$ cat src/rtl/ltcp_pkg.sv
// ----------------------------------------------------------------------------
// ltcp_pkg
// Shared constants, types and helper functions for the LED text command
// parser: character codes, match progress codes and the line summary.
// ----------------------------------------------------------------------------
`default_nettype none

package ltcp_pkg;

  // Default parameter values
  localparam int unsigned LineMaxDef   = 64;
  localparam int unsigned MaxTokensDef = 5;
  localparam int unsigned PortWidthDef = 16;

  // Fixed field widths
  localparam int unsigned ByteW  = 8;
  localparam int unsigned ValueW = 16;
  localparam int unsigned PinW   = 4;
  localparam int unsigned AccW   = 8;

  // Character codes
  localparam logic [ByteW-1:0] CharNul    = 8'h00;
  localparam logic [ByteW-1:0] CharTab    = 8'h09;
  localparam logic [ByteW-1:0] CharCr     = 8'h0d;
  localparam logic [ByteW-1:0] CharSpace  = 8'h20;
  localparam logic [ByteW-1:0] CharPlus   = 8'h2b;
  localparam logic [ByteW-1:0] CharMinus  = 8'h2d;
  localparam logic [ByteW-1:0] CharZero   = 8'h30;
  localparam logic [ByteW-1:0] CharNine   = 8'h39;
  localparam logic [ByteW-1:0] CharAt     = 8'h40;
  localparam logic [ByteW-1:0] CharLBrack = 8'h5b;
  localparam logic [ByteW-1:0] CharRBrack = 8'h5d;
  localparam logic [ByteW-1:0] CharL      = 8'h4c;
  localparam logic [ByteW-1:0] CharE      = 8'h45;
  localparam logic [ByteW-1:0] CharD      = 8'h44;
  localparam logic [ByteW-1:0] CharO      = 8'h4f;
  localparam logic [ByteW-1:0] CharN      = 8'h4e;

  // Keyword match progress codes
  localparam logic [2:0] LedStart = 3'd0;
  localparam logic [2:0] LedDone  = 3'd3;
  localparam logic [2:0] LedFail  = 3'd4;
  localparam logic [1:0] OnStart  = 2'd0;
  localparam logic [1:0] OnDone   = 2'd2;
  localparam logic [1:0] OnFail   = 2'd3;

  // Number parse phases
  localparam logic [1:0] PhLead = 2'd0;
  localparam logic [1:0] PhDig  = 2'd1;
  localparam logic [1:0] PhDone = 2'd2;

  // Saturation limit of the pin number
  localparam logic [AccW-1:0] AccMax = 8'd255;

  // What the command stage needs to know about the finished line
  typedef struct packed {
    logic            led_ok;
    logic            on_ok;
    logic            third_seen;
    logic            num_neg;
    logic [AccW-1:0] num_acc;
  } line_sum_t;

  function automatic logic is_space(input logic [ByteW-1:0] c);
    return (c == CharSpace) || ((c >= CharTab) && (c <= CharCr));
  endfunction

  function automatic logic is_sep(input logic [ByteW-1:0] c);
    return (c == CharLBrack) || (c == CharAt) || (c == CharRBrack);
  endfunction

  function automatic logic [ByteW-1:0] led_char(input logic [1:0] idx);
    logic [ByteW-1:0] ch;
    unique case (idx)
      2'd0:    ch = CharL;
      2'd1:    ch = CharE;
      2'd2:    ch = CharD;
      default: ch = CharNul;
    endcase
    return ch;
  endfunction

  function automatic logic [ByteW-1:0] on_char(input logic idx);
    return idx ? CharN : CharO;
  endfunction

endpackage

`default_nettype wire

$ cat src/rtl/led_text_command_parser_unit.sv
// ----------------------------------------------------------------------------
// led_text_command_parser_unit
// Top level of the LED text command parser.
// ----------------------------------------------------------------------------
// Takes one received byte per word on the input channel and answers once per
// carriage-return-ended line with the port bits after the line, whether a
// pin was changed, the pin index and the on/off request. A line "x[LED]ON]3"
// style command sets or clears one of PORT_WIDTH port bits. The block takes
// one byte every clock cycle unless a carriage return must wait in the input
// register for the result register; every other byte is parsed in the cycle
// after it is captured in the input register. A line's result word is
// registered in the output register when its carriage return is parsed, and
// other bytes keep flowing while a result waits to be taken.
// ----------------------------------------------------------------------------
`default_nettype none

module led_text_command_parser_unit #(
  parameter int unsigned LINE_MAX   = ltcp_pkg::LineMaxDef,
  parameter int unsigned MAX_TOKENS = ltcp_pkg::MaxTokensDef,
  parameter int unsigned PORT_WIDTH = ltcp_pkg::PortWidthDef
) (
  input  wire logic                          clk_i,
  input  wire logic                          rst_ni,
  input  wire logic                          in_valid_i,
  output logic                               in_stall_o,
  input  wire logic [ltcp_pkg::ByteW-1:0]    rx_byte_i,
  output logic                               out_valid_o,
  input  wire logic                          out_stall_i,
  output logic [ltcp_pkg::ValueW-1:0]        port_value_o,
  output logic                               applied_o,
  output logic [ltcp_pkg::PinW-1:0]          pin_index_o,
  output logic                               turn_on_o
);

  logic                          in_valid_q, in_valid_d;
  logic [ltcp_pkg::ByteW-1:0]    byte_q;
  logic                          is_cr;
  logic                          advance;
  logic                          accept;
  ltcp_pkg::line_sum_t           line_sum;

  // Advance the held byte unless it ends a line and the result slot is busy
  assign is_cr      = (byte_q == ltcp_pkg::CharCr);
  assign advance    = in_valid_q && (!is_cr || !out_valid_o || !out_stall_i);
  assign in_stall_o = in_valid_q && !advance;
  assign accept     = in_valid_i && !in_stall_o;

  always_comb begin
    in_valid_d = in_valid_q;
    if (accept) begin
      in_valid_d = 1'b1;
    end else if (advance) begin
      in_valid_d = 1'b0;
    end
  end

  always_ff @(posedge clk_i or negedge rst_ni) begin
    if (!rst_ni) begin
      in_valid_q <= 1'b0;
    end else begin
      in_valid_q <= in_valid_d;
    end
  end

  // Capture the incoming byte
  always_ff @(posedge clk_i) begin
    if (accept) begin
      byte_q <= rx_byte_i;
    end
  end

  ltcp_line_parser #(
    .LINE_MAX   (LINE_MAX),
    .MAX_TOKENS (MAX_TOKENS)
  ) u_parser (
    .clk_i  (clk_i),
    .rst_ni (rst_ni),
    .step_i (advance),
    .byte_i (byte_q),
    .sum_o  (line_sum)
  );

  ltcp_cmd_exec #(
    .PORT_WIDTH (PORT_WIDTH)
  ) u_exec (
    .clk_i        (clk_i),
    .rst_ni       (rst_ni),
    .fire_i       (advance && is_cr),
    .sum_i        (line_sum),
    .out_stall_i  (out_stall_i),
    .out_valid_o  (out_valid_o),
    .port_value_o (port_value_o),
    .applied_o    (applied_o),
    .pin_index_o  (pin_index_o),
    .turn_on_o    (turn_on_o)
  );

`ifndef SYNTHESIS
  a_stall_held: assert property (@(posedge clk_i) disable iff (!rst_ni)
    in_stall_o |-> (in_valid_q && is_cr && out_valid_o))
    else $error("input stalled without a waiting line end");
  a_byte_kept: assert property (@(posedge clk_i) disable iff (!rst_ni)
    (in_valid_q && !advance) |=> (in_valid_q && $stable(byte_q)))
    else $error("held byte lost before it was parsed");
  a_cr_result: assert property (@(posedge clk_i) disable iff (!rst_ni)
    (advance && is_cr) |=> out_valid_o)
    else $error("line end gave no result");
`endif

endmodule

`default_nettype wire

$ cat src/rtl/ltcp_line_parser.sv
// ----------------------------------------------------------------------------
// ltcp_line_parser
// Per-line parse state: splits the byte stream into tokens, matches the
// keywords in the second and third tokens and reads the pin number from the fourth.
// ----------------------------------------------------------------------------
`default_nettype none

module ltcp_line_parser #(
  parameter int unsigned LINE_MAX   = ltcp_pkg::LineMaxDef,
  parameter int unsigned MAX_TOKENS = ltcp_pkg::MaxTokensDef
) (
  input  wire logic                          clk_i,
  input  wire logic                          rst_ni,
  input  wire logic                          step_i,
  input  wire logic [ltcp_pkg::ByteW-1:0]    byte_i,
  output ltcp_pkg::line_sum_t                sum_o
);

  localparam int unsigned LenW = $clog2(LINE_MAX + 1);
  localparam int unsigned TcW  = $clog2(MAX_TOKENS + 2);
  localparam logic [LenW-1:0] LenFull = LenW'(LINE_MAX);
  localparam logic [TcW-1:0]  TcLast  = TcW'(MAX_TOKENS);

  logic [LenW-1:0]              len_q, len_d;
  logic [TcW-1:0]               tc_q, tc_d;
  logic                         inside_q, inside_d;
  logic [2:0]                   led_q, led_d;
  logic [1:0]                   on_q, on_d;
  logic [ltcp_pkg::AccW-1:0]    acc_q, acc_d;
  logic [1:0]                   ph_q, ph_d;
  logic                         neg_q, neg_d;
  logic                         third_q, third_d;

  logic                         take_digit;
  logic                         is_digit;
  logic [11:0]                  acc_next;

  // Digit accumulate: acc * 10 + digit, saturated
  assign is_digit = (byte_i >= ltcp_pkg::CharZero) && (byte_i <= ltcp_pkg::CharNine);
  assign acc_next = ({4'd0, acc_q} << 3) + ({4'd0, acc_q} << 1) + {8'd0, byte_i[3:0]};

  // Advance the parse state by one byte
  always_comb begin
    len_d      = len_q;
    tc_d       = tc_q;
    inside_d   = inside_q;
    led_d      = led_q;
    on_d       = on_q;
    acc_d      = acc_q;
    ph_d       = ph_q;
    neg_d      = neg_q;
    third_d    = third_q;
    take_digit = 1'b0;
    if (step_i) begin
      if (byte_i == ltcp_pkg::CharCr) begin
        len_d    = '0;
        tc_d     = '0;
        inside_d = 1'b0;
        led_d    = ltcp_pkg::LedStart;
        on_d     = ltcp_pkg::OnStart;
        acc_d    = '0;
        ph_d     = ltcp_pkg::PhLead;
        neg_d    = 1'b0;
        third_d  = 1'b0;
      end else if (len_q < LenFull) begin
        len_d = len_q + LenW'(1);
        priority if (byte_i == ltcp_pkg::CharNul) begin
          len_d    = LenFull;
          inside_d = 1'b0;
        end else if (ltcp_pkg::is_sep(byte_i)) begin
          inside_d = 1'b0;
        end else begin
          // Open a new token
          if (!inside_q) begin
            inside_d = 1'b1;
            if (tc_q <= TcLast) begin
              tc_d = tc_q + TcW'(1);
            end
            if (tc_d == TcW'(4)) begin
              third_d = 1'b1;
            end
          end
          // Feed the byte to the token it belongs to
          priority if (tc_d == TcW'(2)) begin
            if ((led_q < ltcp_pkg::LedDone) && (byte_i == ltcp_pkg::led_char(led_q[1:0])))
            begin
              led_d = led_q + 3'd1;
            end else begin
              led_d = ltcp_pkg::LedFail;
            end
          end else if (tc_d == TcW'(3)) begin
            if ((on_q < ltcp_pkg::OnDone) && (byte_i == ltcp_pkg::on_char(on_q[0]))) begin
              on_d = on_q + 2'd1;
            end else begin
              on_d = ltcp_pkg::OnFail;
            end
          end else if (tc_d == TcW'(4)) begin
            unique case (ph_q)
              ltcp_pkg::PhLead: begin
                if (!ltcp_pkg::is_space(byte_i)) begin
                  ph_d = ltcp_pkg::PhDig;
                  if ((byte_i == ltcp_pkg::CharPlus) || (byte_i == ltcp_pkg::CharMinus)) begin
                    neg_d = (byte_i == ltcp_pkg::CharMinus);
                  end else begin
                    take_digit = 1'b1;
                  end
                end
              end
              ltcp_pkg::PhDig: begin
                take_digit = 1'b1;
              end
              default: begin
              end
            endcase
            if (take_digit) begin
              if (is_digit) begin
                acc_d = (acc_next > 12'(ltcp_pkg::AccMax)) ? ltcp_pkg::AccMax
                                                           : acc_next[7:0];
              end else begin
                ph_d = ltcp_pkg::PhDone;
              end
            end
          end else begin
          end
        end
      end
    end
  end

  // Parse state registers
  always_ff @(posedge clk_i or negedge rst_ni) begin
    if (!rst_ni) begin
      len_q    <= '0;
      tc_q     <= '0;
      inside_q <= 1'b0;
      led_q    <= ltcp_pkg::LedStart;
      on_q     <= ltcp_pkg::OnStart;
      acc_q    <= '0;
      ph_q     <= ltcp_pkg::PhLead;
      neg_q    <= 1'b0;
      third_q  <= 1'b0;
    end else begin
      len_q    <= len_d;
      tc_q     <= tc_d;
      inside_q <= inside_d;
      led_q    <= led_d;
      on_q     <= on_d;
      acc_q    <= acc_d;
      ph_q     <= ph_d;
      neg_q    <= neg_d;
      third_q  <= third_d;
    end
  end

  // Summary of the line so far
  assign sum_o.led_ok     = (led_q == ltcp_pkg::LedDone);
  assign sum_o.on_ok      = (on_q == ltcp_pkg::OnDone);
  assign sum_o.third_seen = third_q;
  assign sum_o.num_neg    = neg_q;
  assign sum_o.num_acc    = acc_q;

`ifndef SYNTHESIS
  a_len_bound: assert property (@(posedge clk_i) disable iff (!rst_ni)
    len_q <= LenFull)
    else $error("line length past its limit");
  a_tc_bound: assert property (@(posedge clk_i) disable iff (!rst_ni)
    tc_q <= TcLast + TcW'(1))
    else $error("token count past its limit");
  a_inside_tc: assert property (@(posedge clk_i) disable iff (!rst_ni)
    inside_q |-> tc_q != '0)
    else $error("inside a token with no token counted");
`endif

endmodule

`default_nettype wire

$ cat src/rtl/ltcp_cmd_exec.sv
// ----------------------------------------------------------------------------
// ltcp_cmd_exec
// Applies a finished LED command to the port bits and holds the result word
// in the output register until the sink takes it.
// ----------------------------------------------------------------------------
`default_nettype none

module ltcp_cmd_exec #(
  parameter int unsigned PORT_WIDTH = ltcp_pkg::PortWidthDef
) (
  input  wire logic                          clk_i,
  input  wire logic                          rst_ni,
  input  wire logic                          fire_i,
  input  wire ltcp_pkg::line_sum_t           sum_i,
  input  wire logic                          out_stall_i,
  output logic                               out_valid_o,
  output logic [ltcp_pkg::ValueW-1:0]        port_value_o,
  output logic                               applied_o,
  output logic [ltcp_pkg::PinW-1:0]          pin_index_o,
  output logic                               turn_on_o
);

  localparam int unsigned IdxW = $clog2(PORT_WIDTH);
  localparam int unsigned ValW = ltcp_pkg::ValueW;

  logic [PORT_WIDTH-1:0]          port_q, port_d;
  logic                           valid_q, valid_d;
  logic [ltcp_pkg::ValueW-1:0]    value_q;
  logic                           applied_q;
  logic [ltcp_pkg::PinW-1:0]      pin_q;
  logic                           on_q;

  logic [ltcp_pkg::AccW-1:0]      num;
  logic                           neg;
  logic                           hit;
  logic                           turn_on;
  logic [PORT_WIDTH-1:0]          bit_mask;
  logic [ValW-1:0]                port_ext;

  // Decode the command
  assign num      = sum_i.third_seen ? sum_i.num_acc : '0;
  assign neg      = sum_i.third_seen && sum_i.num_neg && (num != '0);
  assign turn_on  = sum_i.led_ok && sum_i.on_ok;
  assign hit      = sum_i.led_ok && !neg && ({1'b0, num} < 9'(PORT_WIDTH));
  assign bit_mask = PORT_WIDTH'(1) << num[IdxW-1:0];

  // Set or clear the addressed bit
  always_comb begin
    port_d = port_q;
    if (fire_i && hit) begin
      port_d = turn_on ? (port_q | bit_mask) : (port_q & ~bit_mask);
    end
  end

  assign port_ext = ValW'(port_d);

  // Hold the result until taken
  always_comb begin
    valid_d = valid_q;
    if (fire_i) begin
      valid_d = 1'b1;
    end else if (!out_stall_i) begin
      valid_d = 1'b0;
    end
  end

  always_ff @(posedge clk_i or negedge rst_ni) begin
    if (!rst_ni) begin
      port_q  <= '0;
      valid_q <= 1'b0;
    end else begin
      port_q  <= port_d;
      valid_q <= valid_d;
    end
  end

  // Result payload
  always_ff @(posedge clk_i) begin
    if (fire_i) begin
      value_q   <= port_ext;
      applied_q <= hit;
      pin_q     <= hit ? num[ltcp_pkg::PinW-1:0] : '0;
      on_q      <= turn_on;
    end
  end

  assign out_valid_o  = valid_q;
  assign port_value_o = value_q;
  assign applied_o    = applied_q;
  assign pin_index_o  = pin_q;
  assign turn_on_o    = on_q;

`ifndef SYNTHESIS
  a_port_quiet: assert property (@(posedge clk_i) disable iff (!rst_ni)
    !(fire_i && hit) |=> $stable(port_q))
    else $error("port bits changed without a command");
  a_pin_zero: assert property (@(posedge clk_i) disable iff (!rst_ni)
    (valid_q && !applied_q) |-> (pin_q == '0))
    else $error("pin index set on a line that changed nothing");
  a_fire_room: assert property (@(posedge clk_i) disable iff (!rst_ni)
    fire_i |-> (!valid_q || !out_stall_i))
    else $error("result overwritten before it was taken");
`endif

endmodule

`default_nettype wire

$ cat config.mk
export PLATFORM = sky130hd
export DESIGN_NAME = led_text_command_parser_unit
export DESIGN_NICKNAME = d
export VERILOG_FILES = /design/src/rtl/ltcp_pkg.sv /design/src/rtl/led_text_command_parser_unit.sv /design/src/rtl/ltcp_line_parser.sv /design/src/rtl/ltcp_cmd_exec.sv
export SDC_FILE = /design/constraint.sdc
export NUM_CORES = 1
export LEC_CHECK = 0
export BUFFER_PORTS_ARGS = -buffer_cell sky130_fd_sc_hd__buf_2
export CORE_AREA = 5 5 94 96
export CTS_BUF_LIST = sky130_fd_sc_hd__clkbuf_4 sky130_fd_sc_hd__clkbuf_8 sky130_fd_sc_hd__clkbuf_16
export DETAILED_ROUTE_END_ITERATION = 7
export DIE_AREA = 0 0 99 101
export HOLD_SLACK_MARGIN = 0.1
export PLACE_DENSITY_LB_ADDON = 0.05
export SETUP_SLACK_MARGIN = 0.4
export SYNTH_ARGS = -nofsm -noshare
export SYNTH_HDL_FRONTEND = slang
export SYNTH_SLANG_ARGS = --single-unit
$ cat constraint.sdc
create_clock -name clk_i -period 3.25 [get_ports clk_i]
set_input_delay 0.325 -clock clk_i [delete_from_list [all_inputs] [get_ports clk_i]]
set_output_delay 0.325 -clock clk_i [all_outputs]
set_load 0.005 [all_outputs]
# Word level (Yosys, flattened, before mapping)
# Index checks and enable logic that the tools add are counted.
# op_classes
addsub	6
n_lt_le_gt_ge	10
n_eq_ne	25
shift	1
muxes	100
bitwise_logic	3
reduce_logical	48
# op_table
operator	n
$mux W8	17
$mux W3	23
$mux W2	18
$mux W1	35
$mux W16	2
$eq A8 B6 Y1 const B	3
$eq A8 B7 Y1 const B	3
$mux W7	3
$pmux W7 S3	1
$reduce_bool A2 Y1	10
$and A16 B16 Y16	1
$eq A8 B8 Y1	2
$not A16 Y16	1
$or A16 B16 Y16	1
$shl A1 B4 Y16 const A	1
$logic_and A1 B1 Y1	14
$add A11 B9 Y12	1
$add A12 B4 Y12	1
$gt A12 B8 Y1 const B	1
$ne A2 B2 Y1 const B	6
$reduce_and A6 Y1	2
$reduce_and A10 Y1	1
$eq A3 B2 Y1 const B	3
$reduce_and A9 Y1	1
other kinds (27)	42
# word_totals
ff_bits	76
inputBits	12
wordCells	210

# Logic depth before layout (Yosys ltp)
# Gate-level depths: netlist of run 1.
# depth
depth_word	31
mapped_depth	10
depth_no_buf	8

# By module
# From an unflattened synthesis of run 1, not the netlist that was laid out.
# unflattened
cells_unflattened	396
hier_area_um2	4319.1
# modules_own_cells
mod	instances	cells_each	area_each_um2	seq_area_each_um2
ltcp_line_parser	1	271	2379.8	700.7
ltcp_cmd_exec	1	105	1592.8	1086.0
led_text_command_parser_unit	1	20	346.6	265.3

# Worst setup path before layout of run 1
# Ideal clock, no wire load.
# synth_path
path_kind	register to register
from	reg byte_q[7] in the netlist's numbering
to	reg u_exec.value_q (netlist bit u_exec.port_value_o[12]), data pin
setup_ns	0.263
arrival_time_ns	2.466
required_ns	2.987
path_slack_ns	0.521
path_stages_with_launch	10
n_path_buf	2
path_cell_list	edfxtp_1 -> nor4_4 -> and2_1 -> buf_6 -> nand3_4 -> clkinv_2 -> buf_2 -> and4_1 -> nor2b_1 -> mux2_2
# synth_between
elab_chain_cells	8
# synth_rtl
element	line	source
start, declared	led_text_command_parser_unit.sv:36	logic [ltcp_pkg::ByteW-1:0] byte_q;
start signal, assigned	led_text_command_parser_unit.sv:68	byte_q <= rx_byte_i;
$eq A8 B4 Y1 (*)	led_text_command_parser_unit.sv:43	assign is_cr = (byte_q == ltcp_pkg::CharCr);
$logic_not A1 Y1	led_text_command_parser_unit.sv:44	assign advance = in_valid_q && (!is_cr || !out_valid_o || !out_stall_i);
$logic_or A1 B1 Y1 (2 in a row)	led_text_command_parser_unit.sv:44	
$logic_and A1 B1 Y1	led_text_command_parser_unit.sv:44	
$logic_and A1 B1 Y1 (*)	led_text_command_parser_unit.sv:88	.fire_i (advance && is_cr),
named net u_exec.fire_i	ltcp_cmd_exec.sv:13	input wire logic fire_i,
$logic_and A1 B1 Y1 (*)	ltcp_cmd_exec.sv:50	if (fire_i && hit) begin
$mux W16 (*)	ltcp_cmd_exec.sv:50	
named net u_exec.port_d[12]	ltcp_cmd_exec.sv:26	logic [PORT_WIDTH-1:0] port_q, port_d;
end signal, assigned	ltcp_cmd_exec.sv:80	value_q <= port_ext;
end, declared	ltcp_cmd_exec.sv:28	logic [ltcp_pkg::ValueW-1:0] value_q;
# Mark *: on every way through the listed nets, which the timed path passes. The rest lies on a longest branch.
# A chain may end at the register's enable or synchronous reset.

# Final worst setup path of run 1
# layout_path
from	reg u_parser.acc_q[0] in the netlist's numbering
to	reg u_parser.acc_q[7] in the netlist's numbering
# layout_between
elab_chain_cells	13
# layout_rtl
element	line	source
start, declared	ltcp_line_parser.sv:29	logic [ltcp_pkg::AccW-1:0] acc_q, acc_d;
start signal, assigned	ltcp_line_parser.sv:138	acc_q <= '0;
start signal, assigned	ltcp_line_parser.sv:148	acc_q <= acc_d;
$add A11 B9 Y12 (*)	ltcp_line_parser.sv:40	assign acc_next = ({4'd0, acc_q} << 3) + ({4'd0, acc_q} << 1) + {8'd0, byte_i[3:0]};
$add A12 B4 Y12 (*)	ltcp_line_parser.sv:40	
$gt A12 B8 Y1	ltcp_line_parser.sv:117	acc_d = (acc_next > 12'(ltcp_pkg::AccMax)) ? ltcp_pkg::AccMax
$mux W8 (*)	ltcp_line_parser.sv:117	
$mux W8 (*)	ltcp_line_parser.sv:116	if (is_digit) begin
$mux W8 (*)	ltcp_line_parser.sv:115	if (take_digit) begin
$mux W8 (*)	ltcp_line_parser.sv:97	end else if (tc_d == TcW'(4)) begin
$mux W8 (*)	ltcp_line_parser.sv:91	end else if (tc_d == TcW'(3)) begin
$mux W8 (*)	ltcp_line_parser.sv:84	priority if (tc_d == TcW'(2)) begin
$mux W8 (*)	ltcp_line_parser.sv:70	end else if (ltcp_pkg::is_sep(byte_i)) begin
$mux W8 (*)	ltcp_line_parser.sv:67	priority if (byte_i == ltcp_pkg::CharNul) begin
$mux W8 (*)	ltcp_line_parser.sv:65	end else if (len_q < LenFull) begin
$mux W8 (*)	ltcp_line_parser.sv:55	if (byte_i == ltcp_pkg::CharCr) begin
# Every way passes the cells marked *; elsewhere a longest branch is shown, timed or not. The select of a mux whose other input is x is not followed.

==> run_summary.xml, run 1 <==
<?xml version="1.0" encoding="UTF-8"?>
<metrics>
  <group name="status">
    <metric name="outcome" unit="">finished clean</metric>
  </group>
  <group name="setup_path">
    <metric name="rrSetupSlack" unit="ns">0.46</metric>
    <metric name="critical_path_arrival" unit="ns">3.00</metric>
    <metric name="crit-reg2reg-capture" unit="">u_parser.acc_q[7]$_DFFE_PN0P_</metric>
    <metric name="timing.critical_path.from_type" unit="">flop</metric>
    <metric name="worstSetupEndpointType" unit="">flop</metric>
    <metric name="crit_type" unit="">flop to flop</metric>
    <metric name="startpoint" unit="">u_parser.acc_q[0]$_DFFE_PN0P_</metric>
    <metric name="worstPathRequired" unit="ns">3.47</metric>
    <metric name="timing.critical_path.fanout_max" unit="">8</metric>
    <metric name="worstSetupEndpoint" unit="">u_parser.acc_q[7]$_DFFE_PN0P_</metric>
    <metric name="r2r.worst_path.cells" unit="">7</metric>
    <metric name="regToRegStartpoint" unit="">u_parser.acc_q[0]$_DFFE_PN0P_</metric>
  </group>
  <group name="layout">
    <metric name="num_antenna_cells" unit="">0</metric>
    <metric name="area_delta_synth_final" unit="%">11.7</metric>
    <metric name="drive_gt1_share" unit="%">22.8</metric>
    <metric name="nNetsFinal" unit="">448</metric>
  </group>
  <group name="synthesis">
    <metric name="synth.ff_latch_count" unit="">76</metric>
    <metric name="sequential_cell_area_fraction_in_the_yosys_report" unit="%">49.2</metric>
    <metric name="synth_ff_type" unit="">dfrtp_1</metric>
    <metric name="synth_enable_flop_cells" unit="">30</metric>
    <metric name="avgSynthCellArea" unit="um^2">11.3</metric>
    <metric name="warnings_from_yosys" unit="">0</metric>
    <metric name="synth_cell_types" unit="">64</metric>
    <metric name="mappedNetlistNets" unit="">407</metric>
    <metric name="netlist_instances" unit="">370</metric>
    <metric name="netlist_area" unit="um^2">4170</metric>
    <metric name="postSynth.asyncResetShare" unit="%">60.5</metric>
  </group>
  <group name="timing">
    <metric name="timing.final.max_slew_violations" unit="">0</metric>
    <metric name="timing.final.crit_period" unit="ns">2.79</metric>
    <metric name="fin_setup_tns" unit="ns">0</metric>
    <metric name="fin_skew" unit="ns">0.00768</metric>
    <metric name="maximum_achievable_frequency" unit="MHz">359</metric>
    <metric name="min_period_over_period" unit="%">85.7</metric>
    <metric name="fin_worst_hold_slack" unit="ns">0.152</metric>
    <metric name="report.final.hold_viol_count" unit="">0</metric>
    <metric name="worst-slew-pin-transition" unit="ns">1.07</metric>
    <metric name="final_setup_violation_count" unit="">0</metric>
    <metric name="maxSlewHeadroom" unit="%">28.9</metric>
    <metric name="grt_setup_unrepaired" unit="">yes</metric>
  </group>
  <group name="min_path">
    <metric name="worstHoldPathType" unit="">input pin to flop</metric>
    <metric name="timing.hold.worst.start" unit="">rx_byte_i[7]</metric>
  </group>
  <group name="cts">
    <metric name="numClockSinks" unit="">76</metric>
    <metric name="cts_hold_repair.buffers" unit="">0</metric>
    <metric name="tritoncts.num_buffers" unit="">9</metric>
    <metric name="clock_insertion_delay_worst_skew" unit="ns">0.35</metric>
    <metric name="clock_root_buffer" unit="">clkbuf_8</metric>
    <metric name="clockBufferDepth" unit="">2</metric>
    <metric name="clk_transition_reported_paths" unit="ns">0.08</metric>
    <metric name="tritoncts_clock_tree" unit="">built</metric>
    <metric name="ctsHtreeMaxLevel" unit="">3</metric>
  </group>
  <group name="global_route">
    <metric name="global_route_wire_length_before_repair" unit="mm">14.2</metric>
    <metric name="initial_antenna_violation_count" unit="">0</metric>
    <metric name="first_global_vias" unit="">2905</metric>
    <metric name="grt_use_total" unit="%">17.9</metric>
    <metric name="grt_start_max_net_pins" unit="">47</metric>
    <metric name="grt_remaining_overflow" unit="">0</metric>
  </group>
  <group name="die">
    <metric name="row_count" unit="">33</metric>
    <metric name="floorplan.die_area" unit="um^2">10000</metric>
    <metric name="die_height" unit="um">101</metric>
    <metric name="core_region_area" unit="um^2">7970</metric>
    <metric name="floorplan.io_pins" unit="">36</metric>
    <metric name="die_w" unit="um">99</metric>
    <metric name="start_util" unit="%">52.4</metric>
  </group>
  <group name="place">
    <metric name="gp_congestion" unit="">0.850</metric>
    <metric name="hpwl" unit="mm">6.09</metric>
    <metric name="buffer_ports.inserted" unit="">35</metric>
  </group>
  <group name="route">
    <metric name="drcViolationCount" unit="">0</metric>
    <metric name="wl" unit="mm">8.29</metric>
    <metric name="route.detailed.wl_per_inst" unit="um">15.9</metric>
    <metric name="drt_iter0_markers" unit="">100</metric>
    <metric name="postRouteAntennaNets" unit="">0</metric>
    <metric name="via_per_inst" unit="">5.62</metric>
    <metric name="via_total_after_detailed_routing" unit="">2929</metric>
    <metric name="first_pass_iters" unit="">5</metric>
  </group>
  <group name="power">
    <metric name="static-leakage-power" unit="nW">2.08</metric>
    <metric name="peakVddDrop" unit="V">0.000352</metric>
    <metric name="p_per_area" unit="nW/um^2">511</metric>
  </group>
  <group name="flow_run">
    <metric name="maxCapViolCount" unit="">0</metric>
  </group>
</metrics>
-- synth_stat cells (5+ instances only) --
cell type | number | area, um^2
and2_1 | 9 | 56.3
nor2_1 | 18 | 67.6
a211oi_1 | 10 | 75.1
mux2_2 | 13 | 146
o21ai_0 | 17 | 85.1
inv_1 | 22 | 82.6
nand2_1 | 27 | 101
a21oi_1 | 12 | 60.1
nand2b_1 | 7 | 43.8
clkbuf_1 | 6 | 22.5
edfxtp_1 | 30 | 901
o22ai_2 | 8 | 100
o211ai_1 | 5 | 37.5
xnor2_1 | 5 | 43.8
nor2b_1 | 9 | 56.3
ha_1 | 23 | 288
nand3_1 | 11 | 55.1
nand4_1 | 8 | 50.1
dfrtp_1 | 46 | 1150
-- worst max-delay path: stages, from the launching register on --
cell	delay, ns
dfrtp_1	0.48
fa_1	0.54
fa_1	0.48
a21oi_1	0.22
o211ai_1	0.14
or2_2	0.36
a221oi_1	0.34
o22ai_2	0.09
-- final cells by class --
| type | count | area [um^2] |
|---|---|---|
| well taps | 105 | 131 |
| clock buffers | 9 | 124 |
| fillers | 691 | 3310 |
| repair buffers | 43 | 235 |
| flip-flops and latches | 76 | 2050 |
| multi-input cells | 258 | 1970 |
| clock inverters | 7 | 58.8 |
| inverters | 23 | 87.6 |
-- worst min path at each step --
| stage | end | slack (ns) | depth (start not counted) |
|---|---|---|---|
| 2_1_floorplan | in_valid_q$_DFFE_PN0P_ | 0.03 | 0 |
| 3_3_place_gp | u_exec.port_q[2]$_DFF_PN0_ | 0.47 | 1 |
| 3_5_place_dp | u_exec.port_q[9]$_DFF_PN0_ | 0.48 | 1 |
| 4_1_cts | byte_q[2]$_DFFE_PP_ | 0.13 | 1 |
| 5_1_grt | byte_q[2]$_DFFE_PP_ | 0.13 | 1 |
| 6_report | byte_q[7]$_DFFE_PP_ | 0.15 | 1 |
-- kinds of logic (layout without fill, tap and decap cells) --
family | Yosys count | in the layout | share of synthesized area (%)
AOI/OAI and AO/OA | 88 | 88 | 16.3
xor gates and xnor gates | 8 | 8 | 1.68
buffers and inverters | 36 | 82 | 3.90
and+or+nand+nor | 118 | 118 | 16.0
DFF | 76 | 76 | 49.2
adders and majority gates | 25 | 25 | 7.86
muxes | 19 | 19 | 5.04
-- power breakdown --
group / leakage [nW] / total [W] / switching (W) / internal [W]
registers: 0.871 / 0.00120 / 0.000114 / 0.00109
logic: 1.11 / 0.000513 / 0.000291 / 0.000222
clock network: 0.0925 / 0.000669 / 0.000378 / 0.000290
total: 2.08 / 0.00238 / 0.000783 / 0.00160
-- stage by stage --
step	utilization (%)	setup WS [ns]	cells	power, W	area (um^2)
finish	58.5	0.464	521	0.00238	4660
global route	58.5	0.298	521	0.00255	4660
CTS	58.2	0.429	519	0.00240	4640
detailed placement	55.7	0.378	502	0.00171	4440
global placement	55.7	0.445	502	0.00171	4440
floorplan	-	0.521	370	0.00158	4170
-- routing by layer --
metal	part of all wire, %	GRT usage, %
met1	46	22.8
met2	49	29.9
met3	3.3	3.46
met4	1.7	7.88
met5	0	0
-- state kept, by name (all words and copies together), names as in the netlist, 3 cells and up --
register             flops
u_parser.tc_q            3
u_exec.port_value_o     16
u_parser.acc_q           8
u_parser.led_q           3
byte_q                   8
u_exec.port_q           16
u_parser.len_q           7
u_exec.pin_index_o       4
-- cells in the final DEF (no fill, tap or decap), drive strengths merged, types with 3 or more instances in the layout --
cell type  count
xor2           3
nand4          8
edfxtp        30
xnor2          5
o21bai         3
dfrtp         46
inv           26
nand3         12
a2bb2oi        3
and2           9
nor2b          9
a211oi        11
clkinv         3
nand2b         7
mux2i          3
o22ai         10
or2            3
a2111oi        3
o211ai         5
and4           3
nor3           4
nor2          18
buf           43
o21ai         18
nand2         27
a31oi          3
ha            23
nor4           5
clkbuf         9
a21oi         13
mux2          16
o21a           4
-- timing repair --
item	4_1_cts	5_1_grt
endpoints found under the setup margin	8	21
setup buffers	1	2
gates resized for setup	1	3
cloned	0	0
Power figures use the tool's default switching activity.
==> inputs of run 2 (changes only) <==
--- a/config.mk
+++ b/config.mk
@@ -12,6 +12,7 @@
 export DIE_AREA = 0 0 99 101
 export HOLD_SLACK_MARGIN = 0.1
 export PLACE_DENSITY_LB_ADDON = 0.05
+export REMOVE_ABC_BUFFERS = 1
 export SETUP_SLACK_MARGIN = 0.4
 export SYNTH_ARGS = -nofsm -noshare
 export SYNTH_HDL_FRONTEND = slang
==> run 2 against run 1 <==
  * Design area increased by 2.5%
  * Sequential power about the same
  * Critical path depth unchanged
  * Clock-buffer cell count unchanged
  * Via count increased by 0.17%
  * Largest power group unchanged
  * Cell count increased by 1.2%
==> run_summary.xml, run 2 (same netlist as run 1, synthesis figures left out) <==
<?xml version="1.0" encoding="UTF-8"?>
<metrics>
  <group name="status">
    <metric name="outcome" unit="">finished clean</metric>
  </group>
  <group name="power">
    <metric name="p_per_area" unit="nW/um^2">537</metric>
    <metric name="static-leakage-power" unit="nW">2.13</metric>
    <metric name="final_power" unit="W">0.00257</metric>
    <metric name="peakVddDrop" unit="V">0.000327</metric>
  </group>
  <group name="cts">
    <metric name="clockBufferDepth" unit="">2</metric>
    <metric name="clock_insertion_delay_worst_skew" unit="ns">0.35</metric>
    <metric name="tritoncts_clock_tree" unit="">built</metric>
    <metric name="numClockSinks" unit="">76</metric>
    <metric name="ctsHtreeMaxLevel" unit="">3</metric>
    <metric name="clk_transition_reported_paths" unit="ns">0.09</metric>
    <metric name="clock_root_buffer" unit="">clkbuf_8</metric>
    <metric name="tritoncts.num_buffers" unit="">9</metric>
  </group>
  <group name="layout">
    <metric name="num_antenna_cells" unit="">0</metric>
    <metric name="nNetsFinal" unit="">454</metric>
    <metric name="layout_common_cells" unit="">46 x dfrtp_1, 35 x buf_2, 30 x edfxtp_1, 27 x nand2_1, 23 x ha_1</metric>
    <metric name="layout.cells.most_common" unit="">dfrtp_1</metric>
    <metric name="area_delta_synth_final" unit="%">14.5</metric>
    <metric name="fillCellCount" unit="">666</metric>
    <metric name="multi_input_comb_area" unit="um^2">2000</metric>
    <metric name="drive_gt1_share" unit="%">24.6</metric>
    <metric name="ff_latch_area" unit="um^2">2050</metric>
  </group>
  <group name="route">
    <metric name="drt_iter0_markers" unit="">123</metric>
    <metric name="wl" unit="mm">8.62</metric>
    <metric name="first_pass_iters" unit="">4</metric>
    <metric name="drcViolationCount" unit="">0</metric>
    <metric name="route.detailed.wl_per_inst" unit="um">16.4</metric>
    <metric name="via_per_inst" unit="">5.57</metric>
    <metric name="postRouteAntennaNets" unit="">0</metric>
    <metric name="via_total_after_detailed_routing" unit="">2934</metric>
  </group>
  <group name="die">
    <metric name="core_region_area" unit="um^2">7970</metric>
    <metric name="row_count" unit="">33</metric>
    <metric name="die_height" unit="um">101</metric>
    <metric name="floorplan.die_area" unit="um^2">10000</metric>
    <metric name="floorplan.io_pins" unit="">36</metric>
    <metric name="start_util" unit="%">52.4</metric>
    <metric name="die_w" unit="um">99</metric>
  </group>
  <group name="min_path">
    <metric name="worstHoldPathType" unit="">input pin to flop</metric>
  </group>
  <group name="timing">
    <metric name="min_period_over_period" unit="%">82.2</metric>
    <metric name="maxSlewHeadroom" unit="%">51.6</metric>
    <metric name="fin_setup_tns" unit="ns">0</metric>
    <metric name="timing.final.crit_period" unit="ns">2.67</metric>
    <metric name="grt_setup_unrepaired" unit="">no</metric>
    <metric name="maximum_achievable_frequency" unit="MHz">374</metric>
    <metric name="final_setup_violation_count" unit="">0</metric>
    <metric name="fin_skew" unit="ns">0.0142</metric>
    <metric name="timing.final.max_slew_violations" unit="">0</metric>
    <metric name="report.final.hold_viol_count" unit="">0</metric>
    <metric name="worst-slew-pin-transition" unit="ns">0.720</metric>
  </group>
  <group name="setup_path">
    <metric name="critical_path_arrival" unit="ns">2.90</metric>
    <metric name="critPathMaxStageDelay" unit="ns">0.54</metric>
    <metric name="timing.critical_path.fanout_max" unit="">8</metric>
    <metric name="crit_type" unit="">flop to flop</metric>
    <metric name="crit_path_frequent_cell" unit="">fa_1</metric>
    <metric name="crit_slowest_cell" unit="">fa_1</metric>
    <metric name="cp_cell_sequence" unit="">fa_1 -&gt; fa_1 -&gt; a21oi_1 -&gt; o211ai_1 -&gt; or2_4 -&gt; a221oi_2 -&gt; o22ai_2</metric>
    <metric name="worstPathRequired" unit="ns">3.48</metric>
    <metric name="timing.critical_path.from_type" unit="">flop</metric>
    <metric name="worstSetupEndpointType" unit="">flop</metric>
  </group>
  <group name="global_route">
    <metric name="grt_remaining_overflow" unit="">0</metric>
    <metric name="initial_antenna_violation_count" unit="">0</metric>
    <metric name="global_route_wire_length_before_repair" unit="mm">14.6</metric>
    <metric name="grt_start_max_net_pins" unit="">25</metric>
    <metric name="first_global_vias" unit="">2996</metric>
    <metric name="grt_use_total" unit="%">18.3</metric>
  </group>
  <group name="place">
    <metric name="gp_congestion" unit="">0.958</metric>
    <metric name="buffer_ports.inserted" unit="">35</metric>
    <metric name="hpwl" unit="mm">6.32</metric>
  </group>
  <group name="flow_run">
    <metric name="maxCapViolCount" unit="">0</metric>
  </group>
</metrics>
## run 2: what timing repair did
item                                    in CTS  in global routing
endpoints found under the hold margin       22                  0
setup buffers                                0                  2
gates resized for setup                      0                  8
hold buffers                                 1                  0
endpoints found under the setup margin       0                  8
## run 2: final timing paths
path,slack (ns),from,cells after the start,endpoint
hold / removal,0.14,rx_byte_i[7],1,byte_q[7]$_DFFE_PP_
hold reg to reg,0.50,u_exec.port_q[7]$_DFF_PN0_,1,u_exec.port_q[7]$_DFF_PN0_
min in group asynchronous,0.50,rst_ni,2,u_parser.acc_q[6]$_DFFE_PN0P_
setup / recovery,0.58,u_parser.acc_q[0]$_DFFE_PN0P_,7,u_parser.acc_q[7]$_DFFE_PN0P_
setup reg to reg,0.58,u_parser.acc_q[0]$_DFFE_PN0P_,7,u_parser.acc_q[7]$_DFFE_PN0P_
max in group asynchronous,2.01,rst_ni,3,u_parser.third_q$_DFFE_PN0P_
## run 2: power breakdown
group	internal (W)	leakage (nW)	switching, W
combinational	0.000236	1.14	0.000295
clock	0.000446	0.113	0.000387
sequential	0.00109	0.871	0.000118
## run 2: area by class of cell
| class | instances | area share, % |
|---|---|---|
| Timing Repair Buffer | 49 | 5.92 |
| Clock inverter | 7 | 2.20 |
| Clock buffer | 9 | 2.59 |
| Sequential cell | 76 | 42.9 |
| Multi-Input combinational cell | 258 | 41.8 |
| Tap cell | 105 | 2.75 |
| Inverter | 23 | 1.83 |
## run 2: critical path: cells and delay by family (launching register included)
family	cells	cell delay, ns
AND/OR/NAND/NOR	1	0.30
AO/OA/AOI/OAI	4	0.76
adder cells (fa/ha/maj)	2	1.02
flip-flops	1	0.48
## run 2: metrics by stage
step	setup WS [ns]	cell area, um^2	cells	utilization [%]	hold slack [ns]
after floorplan	0.536	4100	357	-	0.0294
after global placement	0.523	4490	508	56.3	0.359
after detailed placement	0.494	4490	508	56.3	0.359
after CTS	0.473	4730	525	59.3	0.139
after global routing	0.404	4780	527	60.0	0.134
final	0.578	4780	527	60.0	0.144
## run 2: metal layers
layer / wire length, um / part of all wire (%) / GRT usage, % / vias to the layer above
met2: 4110 / 48 / 29.7 / 72
met1: 4020 / 47 / 24.8 / 1369
met4: 122 / 1.4 / 5.99 / 0
met5: 0 / 0 / 0 / -
li1: - / - / - / 1478
met3: 374 / 4.3 / 3.46 / 15
==> inputs of run 3 (changes only) <==
==> constraint.sdc (replaced) <==
create_clock -name clk_i -period 2.5 [get_ports clk_i]
set_input_delay 0.25 -clock clk_i [delete_from_list [all_inputs] [get_ports clk_i]]
set_output_delay 0.25 -clock clk_i [all_outputs]
set_load 0.005 [all_outputs]
==> run 3 against run 2 <==
  * Routed wire length grew 20%
  * Via count grew 14%
  * Sequential share of layout area shrank 7.2 points
  * Critical path depth grew 1
  * First-iteration DRC count shrank 42%
  * Flip-flop and latch count is the same
  * Fmax grew 8.2%
  * Die area is the same
  * Design area grew 20%
==> run_summary.xml, run 3 (same netlist as run 1, synthesis figures left out) <==
<?xml version="1.0" encoding="UTF-8"?>
<metrics>
  <group name="status">
    <metric name="outcome" unit="">finished clean</metric>
  </group>
  <group name="timing">
    <metric name="maxSlewHeadroom" unit="%">55.2</metric>
    <metric name="fin_skew" unit="ns">0.0100</metric>
    <metric name="final_setup_violation_count" unit="">0</metric>
    <metric name="min_period_over_period" unit="%">98.8</metric>
    <metric name="timing.final.max_slew_violations" unit="">0</metric>
    <metric name="report.final.hold_viol_count" unit="">0</metric>
    <metric name="timing.final.crit_period" unit="ns">2.47</metric>
    <metric name="fin_worst_hold_slack" unit="ns">0.216</metric>
    <metric name="worst-slew-pin-transition" unit="ns">0.673</metric>
    <metric name="grt_setup_unrepaired" unit="">yes</metric>
    <metric name="finalWorstSetupSlack" unit="ns">0.0302</metric>
    <metric name="maximum_achievable_frequency" unit="MHz">405</metric>
  </group>
  <group name="global_route">
    <metric name="grt_start_max_net_pins" unit="">47</metric>
    <metric name="gr-usage-met2" unit="%">35.6</metric>
    <metric name="global_route_wire_length_before_repair" unit="mm">16.6</metric>
    <metric name="initial_antenna_violation_count" unit="">0</metric>
    <metric name="grt_remaining_overflow" unit="">0</metric>
    <metric name="first_global_vias" unit="">3452</metric>
    <metric name="grt_use_total" unit="%">21.0</metric>
    <metric name="busiest_layer" unit="">met2</metric>
    <metric name="globalRouteMet3Util" unit="%">3.04</metric>
    <metric name="grtUsageMet1" unit="%">26.8</metric>
  </group>
  <group name="route">
    <metric name="via_total_after_detailed_routing" unit="">3343</metric>
    <metric name="drt_iter0_markers" unit="">71</metric>
    <metric name="via_per_inst" unit="">5.70</metric>
    <metric name="postRouteAntennaNets" unit="">0</metric>
    <metric name="route.detailed.wl_per_inst" unit="um">17.6</metric>
    <metric name="wl" unit="mm">10.3</metric>
    <metric name="first_pass_iters" unit="">4</metric>
    <metric name="drcViolationCount" unit="">0</metric>
  </group>
  <group name="layout">
    <metric name="layout.cells.most_common" unit="">dfrtp_1</metric>
    <metric name="post_route_standard_cell_area_excluding_fillers" unit="um^2">5740</metric>
    <metric name="final_util" unit="%">72.0</metric>
    <metric name="drive_gt1_share" unit="%">44.0</metric>
    <metric name="layout_common_cells" unit="">46 x dfrtp_1, 43 x buf_4, 35 x buf_2, 30 x edfxtp_1, 24 x nand2_1</metric>
    <metric name="area_delta_synth_final" unit="%">37.6</metric>
    <metric name="nNetsFinal" unit="">514</metric>
    <metric name="num_antenna_cells" unit="">0</metric>
  </group>
  <group name="die">
    <metric name="core_region_area" unit="um^2">7970</metric>
    <metric name="die_height" unit="um">101</metric>
    <metric name="start_util" unit="%">52.4</metric>
    <metric name="row_count" unit="">33</metric>
    <metric name="floorplan.io_pins" unit="">36</metric>
    <metric name="die_w" unit="um">99</metric>
    <metric name="floorplan.die_area" unit="um^2">10000</metric>
  </group>
  <group name="cts">
    <metric name="tritoncts.num_buffers" unit="">9</metric>
    <metric name="clk_transition_reported_paths" unit="ns">0.09</metric>
    <metric name="ctsHtreeMaxLevel" unit="">3</metric>
    <metric name="clockBufferDepth" unit="">2</metric>
    <metric name="tritoncts_clock_tree" unit="">built</metric>
    <metric name="numClockSinks" unit="">76</metric>
    <metric name="clock_insertion_delay_worst_skew" unit="ns">0.35</metric>
    <metric name="clock_root_buffer" unit="">clkbuf_8</metric>
  </group>
  <group name="setup_path">
    <metric name="timing.critical_path.fanout_max" unit="">8</metric>
    <metric name="crit_type" unit="">flop to flop</metric>
    <metric name="r2r.worst_path.cells" unit="">8</metric>
    <metric name="critical_path_arrival" unit="ns">2.69</metric>
    <metric name="timing.critical_path.from_type" unit="">flop</metric>
    <metric name="crit-reg2reg-capture" unit="">u_parser.acc_q[7]$_DFFE_PN0P_</metric>
    <metric name="worstPathRequired" unit="ns">2.73</metric>
    <metric name="rrSetupSlack" unit="ns">0.03</metric>
    <metric name="worstSetupEndpointType" unit="">flop</metric>
    <metric name="regToRegStartpoint" unit="">byte_q[2]$_DFFE_PP_</metric>
  </group>
  <group name="min_path">
    <metric name="hold-path-endpoint" unit="">u_exec.out_valid_o$_DFFE_PN0P_</metric>
    <metric name="timing.hold.worst.start" unit="">out_stall_i</metric>
    <metric name="hold-path-cell-count" unit="">3</metric>
    <metric name="worstHoldPathType" unit="">input pin to flop</metric>
  </group>
  <group name="place">
    <metric name="gp_congestion" unit="">0.968</metric>
    <metric name="buffer_ports.inserted" unit="">35</metric>
    <metric name="detailed_place.area" unit="um^2">4680</metric>
    <metric name="hpwl" unit="mm">6.53</metric>
    <metric name="post-place-ws" unit="ns">-0.221</metric>
  </group>
  <group name="flow_run">
    <metric name="maxCapViolCount" unit="">0</metric>
  </group>
  <group name="power">
    <metric name="static-leakage-power" unit="nW">2.51</metric>
    <metric name="p_per_area" unit="nW/um^2">597</metric>
    <metric name="peakVddDrop" unit="V">0.000305</metric>
  </group>
</metrics>
==> run 3: how the worst max path moves through the flow <==
stage                                               end                     startpoint  slack (ns)  cells past startpoint
after CTS                 u_parser.acc_q[7]$_DFFE_PN0P_  u_parser.acc_q[2]$_DFFE_PN0P_        0.08                      8
after global routing      u_parser.acc_q[6]$_DFFE_PN0P_  u_parser.acc_q[0]$_DFFE_PN0P_       -0.06                      9
after global placement    u_parser.acc_q[7]$_DFFE_PN0P_            byte_q[3]$_DFFE_PP_       -0.16                      7
after floorplan           u_parser.acc_q[0]$_DFFE_PN0P_            byte_q[6]$_DFFE_PP_       -0.21                      7
after detailed placement  u_parser.acc_q[7]$_DFFE_PN0P_            byte_q[3]$_DFFE_PP_       -0.22                      7
final                     u_parser.acc_q[7]$_DFFE_PN0P_            byte_q[2]$_DFFE_PP_        0.03                      8
==> run 3: critical path: stages (launching register included) <==
cell and delay, ns:
edfxtp_1 0.42, ha_1 0.30, ha_2 0.21, fa_2 0.40, a21oi_2 0.16, o211ai_1 0.13, or2_4 0.33, a221oi_4 0.28
o22ai_2 0.11
==> run 3: timing repair <==
| item | in CTS | in global routing |
|---|---|---|
| setup buffers | 18 | 9 |
| endpoints found under the setup margin | 64 | 64 |
| hold endpoints to repair | 55 | 0 |
| hold buffers | 10 | 0 |
| resized for setup | 78 | 51 |
| pin swaps | 32 | 21 |
==> run 3: metal layers <==
metal	vias to the layer above	part of all wire (%)
li1	1597	-
met4	0	2.2
met2	91	50
met1	1639	43
met3	16	4.0
met5	-	0
==> run 3: cell type report <==
cell class	instances	area, um^2
repair buffers	109	843
well taps	105	131
clock buffers	9	124
clock inverters	7	55.1
multi-input cells	258	2440
flip-flops and latches	76	2050
inverters	23	91.3
fillers	555	2230
==> run 3: power breakdown <==
group,switching [W],internal (W),total [W]
sequential,0.000125,0.00141,0.00154
combinational,0.000542,0.000474,0.00102
clock,0.000502,0.000372,0.000874
==> run 3: stage by stage <==
stage               instances  setup TNS [ns]  power [W]
floorplan                 357           -2.51    0.00204
global route              587          -0.209    0.00365
global placement          534          -0.835    0.00229
detailed placement        534           -1.41    0.00231
CTS                       578               0    0.00334
finish                    587               0    0.00343
